<file path="config.mk">
export PLATFORM = sky130hd
export DESIGN_NAME = mpbm_ram
export DESIGN_NICKNAME = d
export VERILOG_FILES = /design/src/sv/multi_pattern_byte_matcher_assert.svh /design/src/sv/mpbm_ram.sv
export SDC_FILE = /design/constraint.sdc
export NUM_CORES = 1
export LEC_CHECK = 0
export ABC_AREA = 1
export BUFFER_PORTS_ARGS = -buffer_cell sky130_fd_sc_hd__clkbuf_2
export CAP_MARGIN = 20
export CORE_MARGIN = 2
export CORE_UTILIZATION = 35
export CTS_BUF_LIST = sky130_fd_sc_hd__clkbuf_2 sky130_fd_sc_hd__clkbuf_4 sky130_fd_sc_hd__clkbuf_8
export DETAILED_ROUTE_END_ITERATION = 10
export GPL_ROUTABILITY_DRIVEN = 0
export GPL_TIMING_DRIVEN = 0
export PLACE_DENSITY = 0.53
export SETUP_SLACK_MARGIN = 0.15
export SYNTH_ARGS = -nofsm -noshare
export SYNTH_HDL_FRONTEND = slang
export SYNTH_SLANG_ARGS = --single-unit
</file>
<file path="constraint.sdc">
create_clock -name clk -period 1.27 [get_ports clk]
set_clock_uncertainty 0.1 [all_clocks]
set_input_delay 0 -clock clk [delete_from_list [all_inputs] [get_ports clk]]
set_output_delay 0 -clock clk [all_outputs]
set_load 0.005 [all_outputs]
</file>
<file path="src/sv/multi_pattern_byte_matcher_assert.svh">
// Assertion macros for the multi-pattern byte matcher.
// Included by the top level; needs nothing else.
`ifndef MULTI_PATTERN_BYTE_MATCHER_ASSERT_SVH
`define MULTI_PATTERN_BYTE_MATCHER_ASSERT_SVH

// Check that a condition holds in the same cycle as its trigger
`define MPBM_ASSERT_IMPL(label, clk, rst_n, ante, cons) \
	label: assert property (@(posedge clk) disable iff (!(rst_n)) (ante) |-> (cons)) \
		else $error("mpbm: same-cycle check failed");

// Check that a condition holds in the cycle after its trigger
`define MPBM_ASSERT_NEXT(label, clk, rst_n, ante, cons) \
	label: assert property (@(posedge clk) disable iff (!(rst_n)) (ante) |=> (cons)) \
		else $error("mpbm: next-cycle check failed");

`endif

</file>
<file path="src/sv/mpbm_ram.sv">
// Generic single-port-write, single-port-read RAM with registered read data.
// No dependencies.
`default_nettype none

module mpbm_ram #(
	parameter int WIDTH = 8,
	parameter int DEPTH = 16,
	localparam int AW = (DEPTH > 1) ? $clog2(DEPTH) : 1
) (
	input  logic             clk,
	input  logic             we,
	input  logic [AW-1:0]    waddr,
	input  logic [WIDTH-1:0] wdata,
	input  logic [AW-1:0]    raddr,
	output logic [WIDTH-1:0] rdata
);

	logic [WIDTH-1:0] mem [DEPTH];

	// Write, then register the read word
	always_ff @(posedge clk) begin
		if (we) begin
			mem[waddr] <= wdata;
		end
		rdata <= mem[raddr];
	end

endmodule

`default_nettype wire

</file>
==> results by group <==
Final layout
  – Commonest non-fill, non-tap cells in the layout: nand2_1 (167), edfxtp_1 (128), inv_1 (100)
  – Inserted Diodes: 0
  – Most common cell after layout, fill and taps aside: nand2_1
  – Post-route insts no fill: 830
  – Number of nets in the layout: slightly above 600
  – Fraction of layout cells with a size suffix above 1: 16.8%
  – Area delta synth->final: 17.4%

STA
  – Final Hold Fails: 0
  – Final WS setup: between 0.15 and 0.2 ns
  – RSZ-0062 raised after global routing: true
  – Max-slew violations: 0
  – Relative slew slack: 43.1%
  – Final count of negative-setup-slack endpoints: 0
  – Tmin final: 1.11 ns
  – Tcrit/Tclk final: 87.2%
  – Actual slew at the worst max-slew pin: 0.850 ns
  – Peak Freq: between 900 and 1000 MHz

CTS
  – Root Driver: clkbuf_8
  – Max clock buf depth: 2
  – # Post-CTS Setup Buffers: 0
  – Clock Sinks: between 100 and 150
  – Number of H-tree levels: 4
  – Clock-pin slew on the worst setup and hold paths: ~0.070 ns
  – Num CTS Buffers: 17
  – CTS tree: yes
  – Skew-Pair Late Insertion Delay: about 0.44 ns

Critical path
  – CP startpoint kind: flop
  – Worst path arrival time: around 1.3 ns
  – Crit path max fanout: 1
  – Crit. End Element: flop
  – Critical setup path kind: reg2reg
  – WP data required: around 1.5 ns

Floorplan
  – Initial Util: between 30% and 40%
  – Die height: between 100 and 150 um
  – Io pins: 26
  – Row count: 46
  – Die ar.: between 15000 and 20000 sq um
  – Core Area: around 16000 sq um
  – Chip width: about 130 um

Power and ir drop
  – Switching Fraction: 22.2%
  – Sequential Power Share: a little over half
  – Leakage Power: ~2.9 nW
  – Cell Int Power: approximately 7.4 mW
  – VDD IR max: roughly 0.61 mV
  – Comb power frac: ~7.6%
  – Clock network fraction of total power: between 30 and 40%
  – Net switching power: 2.10 mW
  – Design Power: about 9.5 mW
  – Cell Pwr Density: 1400 nW/um^2

Run
  – # Max-Cap Violations: 0

Route
  – Via density: approximately 4.6
  – Antenna-violating nets left: 0
  – Remaining DRCs: 0
  – DR pass1 iterations: 7
  – Initial DRC Count: approximately 380
  – Via count: roughly 3800
  – Final WL: 14600 um
  – DR WL/cell: 17.5 um

Yosys
  – Synth warn: 0
  – Syn Std Cell Area: roughly 5800 sq um
  – Synth cell types: 12
  – Sequential-to-total area share from yosys stat: 69.4%
  – Top cells by area, synth: edfxtp_1 (67%), nand2_1 (11%), nand3_1 (8.4%), inv_1 (6.5%), dfxtp_1 (2.8%)
  – Mux share of post-synthesis cell area: 0%
  – Yosys top cell by area: edfxtp_1
  – Simple-Gate Fraction of Synth Area: between 20% and 30%
  – Compound-Gate Fraction of Synth Area: 0%
  – Syn_area_per_cell: around 10 sq um
  – Synth Area in XOR/XNOR: 0%
  – Post-synthesis cell count: around 550
  – Largest family of logic cells by synthesized area: simple AND/OR/NAND/NOR gates
  – Post-synth net total: 569
  – Adder-cell share of the synthesized area: 0%
  – Synth top area share: 66.7%
  – Synth Register Bits: about 140

Global routing
  – Grt ovf: 0
  – Initial antenna violation count: 0
  – Pin count of the biggest net entering global routing: 17
  – GRT Overall Usage: 17.4%
  – Vias in the first global route: between 3000 and 4000
  – First-pass GRT wire length: ~22000 um

Outcome
  – Outcome: finished, final reports clean

Placement
  – Placed insts: ~800
  – Input/output buffers: 22
  – Post-DP HPWL: 9320 um
  – Place WS: -0.456 ns

Hold path
  – Worst hold path type: in2reg
-- Yosys cell counts --
cell type / number
inv_1: 100
buf_1: 1
inv_2: 2
edfxtp_1: 128
buf_4: 4
nor2_1: 17
nand2_1: 173
nand3_1: 97
buf_2: 13
nand3b_1: 2
buf_6: 6
dfxtp_1: 8
-- layout make-up --
cell class	count	area, sq um
clock inverters	12	158
well taps	216	270
clock buffers	19	249
multi-input cells	289	1330
plain buffers	24	166
flip-flops and latches	136	4000
fillers	1588	9230
inverters	102	383
repair buffers	32	210
-- through the flow --
step / util, % / setup TNS, ns / instance area, sq um / hold slack [ns]
after floorplan: - / 0 / 5770 / -0.00113
final: 42.3 / 0 / 6770 / 0.00312
after global placement: 38.4 / -26.94 / 6150 / 0.273
after detailed placement: 38.4 / -30.79 / 6150 / 0.271
after CTS: 41.7 / 0 / 6670 / 0.00683
after global routing: 42.3 / 0 / 6770 / 0.00276
-- registers in the layout (all words and copies together), names as in the netlist --
signal and flops:
mem 128, rdata 8
-- layer usage --
metal | wire (um) | global-route usage (%)
met5 | 0 | 0
met2 | 6950 | 27.3
met4 | 264 | 7.05
met1 | 6590 | 23.7
met3 | 755 | 3.54
-- power groups by stage --
stage	Sequential, mW	Clock, mW	Combinational (mW)
CTS	5.04	3.74	0.693
finish	5.04	3.71	0.723
global route	5.05	3.94	0.795
floorplan	5.14	0	0.354
detailed placement	5.14	0	0.655
global placement	5.14	0	0.650
-- cells by family (layout without fill, tap and decap cells) --
kind of cell,count (synthesis),after routing
and+or+nand+nor,289,289
DFF,136,136
buffers and inverters,126,189
-- worst max-delay path: stages (launching register included) --
cell and delay (ns):
edfxtp_1 0.36, nand2_1 0.07, nand2_1 0.09, nand2_1 0.08, nand3_1 0.08, nand3_1 0.13, nand2_2 0.08
-- timing repair --
item                       CTS  global route
hold endpoints to repair    98             0
hold buffers                10             0
resized for setup            4            25
setup endpoints to repair   35            81
pin swaps                    0             5
-- final timing paths --
check / startpoint / to / slack (ns) / cells after the start
max reg2reg: mem[11][3] / rdata[3] / 0.16 / 6
max: mem[11][3] / rdata[3] / 0.16 / 6
min: wdata[7] / mem[5][7] / 0.003 / 1
min reg2reg: mem[12][5] / rdata[5] / 0.61 / 6
No activity file was read; power rests on OpenSTA's default activity.
